--- config.mk ---
export PLATFORM = sky130hd
export DESIGN_NAME = sorted_priority_queue_top
export DESIGN_NICKNAME = d
export VERILOG_FILES = /design/src/rtl/core/spq_pkg.sv /design/src/rtl/core/spq_ctrl.sv /design/src/rtl/core/spq_dp.sv /design/src/rtl/core/sorted_priority_queue_top.sv
export SDC_FILE = /design/constraint.sdc
export NUM_CORES = 1
export LEC_CHECK = 0
export ABC_AREA = 1
export ABC_CLOCK_PERIOD_IN_PS = 6400
export BUFFER_PORTS_ARGS = -buffer_cell sky130_fd_sc_hd__buf_4
export CORE_MARGIN = 2
export CORE_UTILIZATION = 30
export CTS_BUF_LIST = sky130_fd_sc_hd__clkbuf_2 sky130_fd_sc_hd__clkbuf_4 sky130_fd_sc_hd__clkbuf_8
export CTS_CLUSTER_DIAMETER = 150
export DETAILED_ROUTE_END_ITERATION = 6
export MAX_ROUTING_LAYER = met4
export PLACE_DENSITY = 0.47
export SLEW_MARGIN = 40
export SYNTH_ARGS = -nofsm -noshare
export SYNTH_HDL_FRONTEND = slang
export SYNTH_HIERARCHICAL = 1
export SYNTH_SLANG_ARGS = --single-unit
--- constraint.sdc ---
create_clock -name clk_i -period 6.4 [get_ports clk_i]
set_clock_uncertainty 0.1 [all_clocks]
set_input_delay 0.32 -clock clk_i [delete_from_list [all_inputs] [get_ports clk_i]]
set_output_delay 0.32 -clock clk_i [all_outputs]
set_load 0.01 [all_outputs]
--- src/rtl/core/spq_pkg.sv ---
package spq_pkg;

  localparam int ValW = 32;
  localparam int PriW = 32;
  localparam int OccW = 4;

  localparam logic REQ_INSERT = 1'b0;
  localparam logic REQ_REMOVE = 1'b1;

  typedef enum logic [1:0] {
    ST_OK    = 2'd0,
    ST_FULL  = 2'd1,
    ST_EMPTY = 2'd2
  } status_e;

  // controller -> datapath
  typedef struct packed {
    logic    latch_req;  // capture the incoming request
    logic    init_k;     // start the tail walk at the entry count
    logic    rd_tail;    // read logical position k-1
    logic    rd_head;    // read the head slot
    logic    wr_shift;   // move read entry one position back, k--
    logic    wr_new;     // drop the new entry into position k
    logic    load_out;   // commit state and load the result register
    status_e st;         // status for load_out
  } cmd_t;

  // datapath -> controller
  typedef struct packed {
    logic full;
    logic empty;
    logic k_zero;
    logic prio_gt;
    logic out_free;
  } stat_t;

endpackage

--- src/rtl/core/spq_ctrl.sv ---
module spq_ctrl (
  input  logic          clk_i,
  input  logic          rst_ni,
  input  logic          req_valid_i,
  input  logic          req_type_i,
  output logic          req_ready_o,
  input  spq_pkg::stat_t stat_i,
  output spq_pkg::cmd_t  cmd_o
);

  typedef enum logic [4:0] {
    S_IDLE    = 5'b00001,
    S_INS_RD  = 5'b00010,
    S_INS_CMP = 5'b00100,
    S_REM_RD  = 5'b01000,
    S_RESP    = 5'b10000
  } state_e;

  state_e           state_q, state_d;
  spq_pkg::status_e st_q, st_d;

  always_comb begin
    state_d     = state_q;
    st_d        = st_q;
    cmd_o       = '0;
    cmd_o.st    = st_q;
    req_ready_o = 1'b0;
    unique case (state_q)
      S_IDLE: begin
        req_ready_o = 1'b1;
        if (req_valid_i) begin
          cmd_o.latch_req = 1'b1;
          st_d = spq_pkg::ST_OK;
          if (req_type_i == spq_pkg::REQ_INSERT) begin
            if (stat_i.full) begin
              st_d    = spq_pkg::ST_FULL;
              state_d = S_RESP;
            end else begin
              cmd_o.init_k = 1'b1;
              state_d      = S_INS_RD;
            end
          end else begin
            if (stat_i.empty) begin
              st_d    = spq_pkg::ST_EMPTY;
              state_d = S_RESP;
            end else begin
              state_d = S_REM_RD;
            end
          end
        end
      end
      S_INS_RD: begin
        if (stat_i.k_zero) begin
          cmd_o.wr_new = 1'b1;
          state_d      = S_RESP;
        end else begin
          cmd_o.rd_tail = 1'b1;
          state_d       = S_INS_CMP;
        end
      end
      S_INS_CMP: begin
        if (stat_i.prio_gt) begin
          cmd_o.wr_shift = 1'b1;
          state_d        = S_INS_RD;
        end else begin
          cmd_o.wr_new = 1'b1;
          state_d      = S_RESP;
        end
      end
      S_REM_RD: begin
        cmd_o.rd_head = 1'b1;
        state_d       = S_RESP;
      end
      S_RESP: begin
        if (stat_i.out_free) begin
          cmd_o.load_out = 1'b1;
          state_d        = S_IDLE;
        end
      end
      default: state_d = S_IDLE;
    endcase
  end

  always_ff @(posedge clk_i or negedge rst_ni) begin
    if (!rst_ni) begin
      state_q <= S_IDLE;
      st_q    <= spq_pkg::ST_OK;
    end else begin
      state_q <= state_d;
      st_q    <= st_d;
    end
  end

endmodule

--- src/rtl/core/spq_dp.sv ---
module spq_dp #(
  parameter int QUEUE_DEPTH = 8
) (
  input  logic                       clk_i,
  input  logic                       rst_ni,
  input  logic                       req_type_i,
  input  logic [spq_pkg::ValW-1:0]   entry_value_i,
  input  logic [spq_pkg::PriW-1:0]   entry_priority_i,
  input  spq_pkg::cmd_t              cmd_i,
  output spq_pkg::stat_t             stat_o,
  input  logic                       out_ready_i,
  output logic                       out_valid_o,
  output logic [1:0]                 status_o,
  output logic [spq_pkg::ValW-1:0]   out_value_o,
  output logic [spq_pkg::PriW-1:0]   out_priority_o,
  output logic [spq_pkg::OccW-1:0]   occupancy_o
);

  localparam int IW = $clog2(QUEUE_DEPTH);
  localparam int CW = $clog2(QUEUE_DEPTH + 1);
  localparam int EW = spq_pkg::ValW + spq_pkg::PriW;

  // entry word: {priority, value}
  logic [EW-1:0] mem [QUEUE_DEPTH];
  logic [EW-1:0] rd_q;

  logic                     req_q;
  logic [spq_pkg::ValW-1:0] val_q;
  logic [spq_pkg::PriW-1:0] pri_q;
  logic [IW-1:0]            k_q, k_d;
  logic [IW-1:0]            head_q, head_d;
  logic [CW-1:0]            count_q, count_d;

  logic                     ovalid_q, ovalid_d;
  spq_pkg::status_e         ost_q;
  logic [spq_pkg::ValW-1:0] oval_q;
  logic [spq_pkg::PriW-1:0] opri_q;
  logic [spq_pkg::OccW-1:0] occ_q;

  logic          rd_en, wr_en;
  logic [IW-1:0] rd_addr, wr_addr;
  logic [EW-1:0] wr_data;
  logic          rem_ok;

  // ring slot of logical position pos
  function automatic logic [IW-1:0] slot_of(input logic [IW-1:0] head,
                                            input logic [IW-1:0] pos);
    logic [IW:0] sum;
    sum = {1'b0, head} + {1'b0, pos};
    if (sum >= (IW+1)'(QUEUE_DEPTH)) sum = sum - (IW+1)'(QUEUE_DEPTH);
    return sum[IW-1:0];
  endfunction

  assign rd_en   = cmd_i.rd_tail | cmd_i.rd_head;
  assign rd_addr = cmd_i.rd_head ? head_q : slot_of(head_q, k_q - 1'b1);
  assign wr_en   = cmd_i.wr_shift | cmd_i.wr_new;
  assign wr_addr = slot_of(head_q, k_q);
  assign wr_data = cmd_i.wr_shift ? rd_q : {pri_q, val_q};

  always_ff @(posedge clk_i) begin
    if (wr_en) mem[wr_addr] <= wr_data;
    if (rd_en) rd_q <= mem[rd_addr];
  end

  always_ff @(posedge clk_i) begin
    if (cmd_i.latch_req) begin
      req_q <= req_type_i;
      val_q <= entry_value_i;
      pri_q <= entry_priority_i;
    end
  end

  assign stat_o.full     = (count_q == CW'(QUEUE_DEPTH));
  assign stat_o.empty    = (count_q == '0);
  assign stat_o.k_zero   = (k_q == '0);
  assign stat_o.prio_gt  = $signed(rd_q[EW-1:spq_pkg::ValW]) > $signed(pri_q);
  assign stat_o.out_free = !ovalid_q || out_ready_i;

  assign rem_ok = (req_q == spq_pkg::REQ_REMOVE) && (cmd_i.st == spq_pkg::ST_OK);

  always_comb begin
    k_d      = k_q;
    head_d   = head_q;
    count_d  = count_q;
    ovalid_d = ovalid_q;
    if (cmd_i.init_k)   k_d = IW'(count_q);
    if (cmd_i.wr_shift) k_d = k_q - 1'b1;
    if (out_ready_i)    ovalid_d = 1'b0;
    if (cmd_i.load_out) begin
      ovalid_d = 1'b1;
      if (cmd_i.st == spq_pkg::ST_OK) begin
        if (req_q == spq_pkg::REQ_INSERT) begin
          count_d = count_q + 1'b1;
        end else begin
          count_d = count_q - 1'b1;
          if (count_q == CW'(1))                    head_d = '0;
          else if (head_q == IW'(QUEUE_DEPTH - 1))  head_d = '0;
          else                                      head_d = head_q + 1'b1;
        end
      end
    end
  end

  always_ff @(posedge clk_i or negedge rst_ni) begin
    if (!rst_ni) begin
      k_q      <= '0;
      head_q   <= '0;
      count_q  <= '0;
      ovalid_q <= 1'b0;
    end else begin
      k_q      <= k_d;
      head_q   <= head_d;
      count_q  <= count_d;
      ovalid_q <= ovalid_d;
    end
  end

  always_ff @(posedge clk_i) begin
    if (cmd_i.load_out) begin
      ost_q  <= cmd_i.st;
      oval_q <= rem_ok ? rd_q[spq_pkg::ValW-1:0] : '0;
      opri_q <= rem_ok ? rd_q[EW-1:spq_pkg::ValW] : '0;
      occ_q  <= spq_pkg::OccW'(count_d);
    end
  end

  assign out_valid_o    = ovalid_q;
  assign status_o       = ost_q;
  assign out_value_o    = oval_q;
  assign out_priority_o = opri_q;
  assign occupancy_o    = occ_q;

endmodule

--- src/rtl/core/sorted_priority_queue_top.sv ---
// Sorted priority queue: up to QUEUE_DEPTH (value, priority) entries, kept in
// ascending priority order, ties leave in arrival order.
// Input channel (s_axis): tuser = req_type (0 insert, 1 remove), tdata carries
// the entry for an insert. Output channel (m_axis): one transfer per request,
// tuser = status (0 ok, 1 full, 2 empty), tdata = removed entry (zero
// otherwise) and the occupancy after the request.
// Requests are handled one at a time: the next one is taken only after the
// result of the last is loaded into the output register. Steps per request:
//   refused insert or remove on empty queue: straight to the result
//   remove: one registered read of the head slot, then the result
//   insert: tail walk from the last entry, then the new entry is written
//   into the freed position, then the result.
// Each step of the tail walk reads one entry from the entry memory, compares
// priorities, then writes it one slot further back if its priority is
// greater than the new one's; else, or at the head, the walk ends.
// Reset empties the queue (count and head cleared); the entry memory is not
// cleared, slots are only read once written.
// The result sits in an output register; a new request is taken while it
// waits, and the block holds its next result until the receiver takes it.
module sorted_priority_queue_top #(
  parameter int QUEUE_DEPTH = 8
) (
  input  logic        clk_i,
  input  logic        rst_ni,
  input  logic        s_axis_tvalid_i,
  output logic        s_axis_tready_o,
  input  logic [63:0] s_axis_tdata_i,   // [31:0] entry_value, [63:32] entry_priority
  input  logic        s_axis_tuser_i,   // [0] req_type
  output logic        m_axis_tvalid_o,
  input  logic        m_axis_tready_i,
  output logic [71:0] m_axis_tdata_o,   // [31:0] out_value, [63:32] out_priority,
                                        // [67:64] occupancy, [71:68] zero
  output logic [1:0]  m_axis_tuser_o    // [1:0] status
);

  spq_pkg::cmd_t  cmd;
  spq_pkg::stat_t stat;

  logic [spq_pkg::ValW-1:0] out_value;
  logic [spq_pkg::PriW-1:0] out_priority;
  logic [spq_pkg::OccW-1:0] occupancy;

  spq_ctrl u_ctrl (
    .clk_i       (clk_i),
    .rst_ni      (rst_ni),
    .req_valid_i (s_axis_tvalid_i),
    .req_type_i  (s_axis_tuser_i),
    .req_ready_o (s_axis_tready_o),
    .stat_i      (stat),
    .cmd_o       (cmd)
  );

  spq_dp #(
    .QUEUE_DEPTH (QUEUE_DEPTH)
  ) u_dp (
    .clk_i            (clk_i),
    .rst_ni           (rst_ni),
    .req_type_i       (s_axis_tuser_i),
    .entry_value_i    (s_axis_tdata_i[31:0]),
    .entry_priority_i (s_axis_tdata_i[63:32]),
    .cmd_i            (cmd),
    .stat_o           (stat),
    .out_ready_i      (m_axis_tready_i),
    .out_valid_o      (m_axis_tvalid_o),
    .status_o         (m_axis_tuser_o),
    .out_value_o      (out_value),
    .out_priority_o   (out_priority),
    .occupancy_o      (occupancy)
  );

  assign m_axis_tdata_o = {4'b0000, occupancy, out_priority, out_value};

`ifndef SYNTHESIS
  // one request in flight: an input transfer closes the input side
  a_one_in_flight: assert property (@(posedge clk_i) disable iff (!rst_ni)
    s_axis_tvalid_i && s_axis_tready_o |=> !s_axis_tready_o)
    else $error("input accepted while a request is in flight");

  // a refused insert only happens with the queue full
  a_full_occ: assert property (@(posedge clk_i) disable iff (!rst_ni)
    m_axis_tvalid_o && (m_axis_tuser_o == spq_pkg::ST_FULL)
    |-> m_axis_tdata_o[67:64] == 4'(QUEUE_DEPTH))
    else $error("full status with wrong occupancy");

  // empty status carries no entry and zero occupancy
  a_empty_zero: assert property (@(posedge clk_i) disable iff (!rst_ni)
    m_axis_tvalid_o && (m_axis_tuser_o == spq_pkg::ST_EMPTY)
    |-> m_axis_tdata_o == '0)
    else $error("empty status with nonzero payload");
`endif

endmodule

---- Word level (Yosys, flattened, before mapping) ----
Memory sizes are Yosys's and may differ from the RTL's. A register that Yosys moved wholly into a read port is not among the register bits.
Cells that the tools add are included.
cells by class
  add/sub/neg operators ................... 8
  $lt $le $gt $ge ......................... 3
  equal/unequal tests ..................... 10
  muxes and demuxes ....................... 41
  bitwise operators ....................... 2
  reductions and logical operators ........ 11
operator list
  kind                 number
  $mux 64              1
  $mux 5               7
  $gt 32x32->1         1
  $pmux 5 s5           1
  $mux 3               7
  $mux 1               17
  $mux 4               3
  $sub 3x1->3 const B  3
  $add 3x3->4          2
  $ge 4x4->1 const B   2
  $mux 2               4
  $eq 5x1->1 const B   1
  $eq 5x2->1 const B   1
  $eq 5x3->1 const B   1
  $eq 5x4->1 const B   1
  $eq 5x5->1 const B   1
  $add 4x1->4 const B  1
  $eq 4x1->1 const B   1
  $eq 4x4->1 const B   1
  $logic_not 4->1      1
  $ne 2x2->1 const B   2
  $reduce_and 2->1     2
  $reduce_bool 2->1    2
  $sub 4x1->4 const B  1
  other kinds (10)     11
word-level totals
  bits in registers ....................... 153
  memory bits (writable) .................. 512
  input port bits ......................... 69
  output and inout bits ................... 76
  word-level logic and storage cells ...... 89
  memories ................................ 1
memory list
  memory    words  bits a word  read ports  clocked after memory_dff  write ports  line          source
  u_dp.mem  8      64           1           1                         1            spq_dp.sv:24  logic [EW-1:0] mem [QUEUE_DEPTH];

---- Longest topological paths before layout ----
  depth after elaboration ................. 7
  gate-level depth with buffers ........... 22
  mapped depth without buffers ............ 21

---- Cells and area by module ----
The synthesis kept the hierarchy.
modules (own cells, without submodules)
  module                     instances  cells an instance  area an instance (um2)  seq. area each (um2)
  spq_dp                     1          2434               29609.6                 21625.7
  spq_ctrl                   1          66                 481.7                   176.4
  sorted_priority_queue_top  1          5                  33.8                    0.0

---- Least setup slack after synthesis ----
Ideal clock, no wire load.
  path type ............................... flip-flop to flip-flop
  from .................................... register u_dp.rd_q[63] (read register of u_dp.mem)
  to ...................................... memory u_dp/mem[5][0] in the netlist's numbering, enable pin
  setup time .............................. 0.487 ns
  arrival time ............................ 4.577 ns
  required time ........................... 5.813 ns
  slack ................................... 1.236 ns
  cell stages (with the launch flop) ...... 16
  path buffers ............................ 0
  period minus slack after synthesis ...... 5.164 ns
  path through ............................ edfxtp_1 -> ha_1 -> nand2_1 -> inv_1 -> nand3_1 -> nor2_1 -> and3_1 -> nand2_1 -> nand3_1 -> nand2_1 -> nor2_1 -> inv_1 -> nor2_2 -> or2_2 -> nand2_1 -> nor2_1
RTL lines
  what             line          source
  start, declared  spq_dp.sv:25  logic [EW-1:0] rd_q;
  end, declared    spq_dp.sv:24

==> flow_metrics.py <==
metrics = {
    "critical_path": {
        "path_cells": "ha_1 > nand2_1 > nor2_1 > nand2_1 > nand2_1 > nand2_1 > nand2_1 > nand2_1 > a21oi_1 > nor2_1 > inv_1 > nand4_1 > nand2_1 > or2_2 > nand2_1 > nor2_4 > buf_4",
        "crit_path_start_kind": "flip-flop",
        "critPathArrivalTime_ns": 4.66,
        "critPathMaxFanout": 25,
        "slowest_delay_ns": 0.71,
        "required_ns": 6.67,
        "critPathKind": "flip-flop to flip-flop",
        "slowest_stage": "nor2_4",
        "crit_family": "simple AND/OR/NAND/NOR gates",
        "worst-path-buf-inv": 2,
        "end_kind": "flip-flop",
        "cp_common_cell": "nand2_1",
    },
    "global_routing": {
        "grt_pass1_vias": 18128,
        "antenna_found_initial": 1,
        "grt_first_pass_wirelength_um": 108000,
        "grt_max_degree": 179,
        "overflow": 0,
        "grt.total_usage_pct": 14.1,
    },
    "place": {
        "place_area_mm2": 0.0327,
        "gp_congestion": 0.746,
        "place_hpwl_um": 40900,
        "port_buffers": 140,
        "placed_cells": 3858,
        "post-place-ws_ns": 1.91,
    },
    "power": {
        "peakVddDrop_uv": 494,
        "total_power_mw": 19.3,
        "power.density_mw_per_mm2": 538,
        "p_leak_nw": 14.2,
    },
    "synth": {
        "ys_warn_count": 6,
        "synthesis.area_mm2": 0.0301,
        "yosysSeqAreaShare_pct": 72.4,
        "synth_ff_type": "edfxtp_1",
        "synth-edff-count": 711,
        "synth_seq_cells": 729,
        "synthCells": 2505,
        "synth.avg_cell_area_um2": 12.0,
        "yosysUniqueCellTypes": 38,
        "ys_async_sr_fraction_pct": 2.47,
    },
    "floorplanning": {
        "start_util_pct": 30.2,
        "dieArea_mm2": 0.103,
        "core_area_mm2": 0.0999,
        "io_pins": 145,
        "die_height_um": 321,
        "die_w_um": 321,
        "num_rows": 116,
    },
    "route": {
        "drcViolationCount": 0,
        "drt_iter0_markers": 1171,
        "vias_per_cell": 4.42,
        "wl_per_cell_um": 17.0,
        "routed_wl_um": 70800,
        "vias": 18346,
        "drtPass1Iterations": 5,
        "ant_nets": 0,
    },
    "cells_and_area": {
        "final_core_util_pct": 35.9,
        "final_cell_mix": "711 x edfxtp_1, 457 x inv_1, 457 x nand2_1",
        "post-route-cell-area_mm2": 0.0358,
        "multi_input_area_mm2": 0.00617,
        "num-fill-cells": 9752,
        "final_cells": 4154,
        "final_layout_size_suffix_gt1_share_pct": 14.2,
        "regArea_mm2": 0.0218,
        "layout_commonest_cell": "edfxtp_1",
        "syn_to_final_growth_pct": 19.0,
        "fin_nets": 2864,
    },
    "clock_network": {
        "holdBufCountCts": 70,
        "cts_root_buf": "clkbuf_8",
        "cts_tree": "done",
        "cts_resized": 0,
        "insertion_delay_ns": 0.75,
        "cts_buffers": 119,
        "cts_setup_buffers": 0,
        "numClockSinks": 729,
        "cts.clk_slew.worst_paths_ns": 0.06,
        "cts_max_level": 3,
        "clockBufferDepth": 3,
    },
    "timing": {
        "drv_slew": 0,
        "hold_violations": 0,
        "period_share_pct": 68.6,
        "worst_slew_pin_slew_ns": 0.848,
        "setup_viol": 0,
        "tns_ns": 0,
        "slew_headroom_pct": 42.9,
        "fin_crit_ns": 4.39,
        "max_freq_mhz": 228,
        "fin_ws_ns": 2.01,
        "rsz0062_at_grt": "no",
        "whs_ns": 0.191,
    },
    "run": {
        "maxCapViolCount": 0,
    },
    "status": {
        "status": "finished clean",
    },
    "min_path": {
        "hold_path.class": "input port to flip-flop",
    },
}
[final cells by class]
cell class                 instances  share of cell area [%]
antenna                            4                  0.0279
clock inverter                    53                    1.14
multi-input combinational       1194                    17.2
inverter                         463                    4.85
clock buffer                     168                    5.68
sequential                       729                    60.8
tap                             1298                    4.53
timing repair buffer             245                    5.73
[synth_stat cells (2+ instances only)]
cell	number	area share, %
ha_1	41	1.7
buf_1	11	0.14
nor2_2	2	0.042
o21a_1	2	0.050
nor2_4	2	0.075
inv_2	5	0.062
xor2_1	5	0.15
o21ai_0	202	3.4
a21oi_1	140	2.3
or2_2	3	0.062
buf_4	13	0.32
inv_1	458	5.7
o22ai_1	2	0.042
o211ai_1	130	3.2
a221oi_1	2	0.058
fa_1	2	0.13
nor2_1	104	1.3
nand3_1	14	0.23
a21o_1	2	0.050
nand4_1	5	0.10
dfrtp_1	17	1.4
nand2_1	458	5.7
edfxtp_1	711	71
nor3_1	2	0.033
buf_2	33	0.55
clkbuf_1	65	0.81
o21ai_2	2	0.058
o21ai_1	60	1.0
xnor2_1	3	0.087
[power breakdown]
group	internal [mW]	switching [mW]	leakage (nW)	total, mW
clock network	2.29	1.86	1.30	4.15
logic	2.55	5.82	6.19	8.37
registers	6.53	0.238	6.66	6.76
total	11.4	7.91	14.2	19.3
[sequential cells by signal (all words and copies together), names as in the netlist]
register and count:
u_dp/status_o 2, u_ctrl/st_q 2, u_ctrl/state_q 5, u_dp/val_q 32
u_dp/out_valid_o 1, u_dp/pri_q 32, u_dp/req_q 1, u_dp/mem 512
u_dp/rd_q 64, u_dp/occupancy_o 4, u_dp/k_q 3, u_dp/out_value_o 32
u_dp/head_q 3, u_dp/out_priority_o 32, u_dp/count_q 4
[metal layers]
layer / vias to the layer above / share of wire [%] / GRT usage, %
met3: 95 / 4.1 / 2.24
met4: 0 / 1.8 / 4.12
li1: 9034 / - / -
met5: - / 0 / -
met2: 334 / 46 / 22.1
met1: 8883 / 48 / 19.1
[cells by family (layout without fill, tap and decap cells)]
family,Yosys count,count (layout),share of synthesized area [%]
buffers and inverters,585,929,7.59
DFF,729,729,72.4
xor gates and xnor gates,8,8,0.233
adders and majority gates,43,43,1.84
AOI/OAI and AO/OA,542,542,10.2
and+or+nand+nor,597,597,7.78
other,1,8,0.0124
[worst paths after layout]
| check | start | endpoint | slack (ns) | cells after the start |
|---|---|---|---|---|
| setup / recovery | u_dp/rd_q[39]$_DFFE_PP_ | u_dp/mem[6][42]$_DFFE_PP_ | 2.01 | 17 |
| hold / removal | s_axis_tdata_i[33] | u_dp/pri_q[1]$_DFFE_PP_ | 0.19 | 2 |
| setup reg to reg | u_dp/rd_q[39]$_DFFE_PP_ | u_dp/mem[6][42]$_DFFE_PP_ | 2.01 | 17 |
| hold reg to reg | u_ctrl/st_q[0]$_DFFE_PN0P_ | u_dp/status_o[0]$_DFFE_PP_ | 0.40 | 0 |
| max in group asynchronous | rst_ni | u_ctrl/state_q[2]$_DFFE_PN0P_ | 5.22 | 4 |
| min in group asynchronous | rst_ni | u_ctrl/state_q[0]$_DFFE_PN1P_ | 0.54 | 3 |
[worst register-to-register path: cells and delay by family, from the launching register on]
kind	cells	cell delay (ns)
and+or+nand+nor	13	2.36
buffers and inverters	2	0.66
DFF	1	0.42
adders and majority gates	1	0.32
AOI/OAI and AO/OA	1	0.13
No activity file was read; power rests on OpenSTA's default activity.
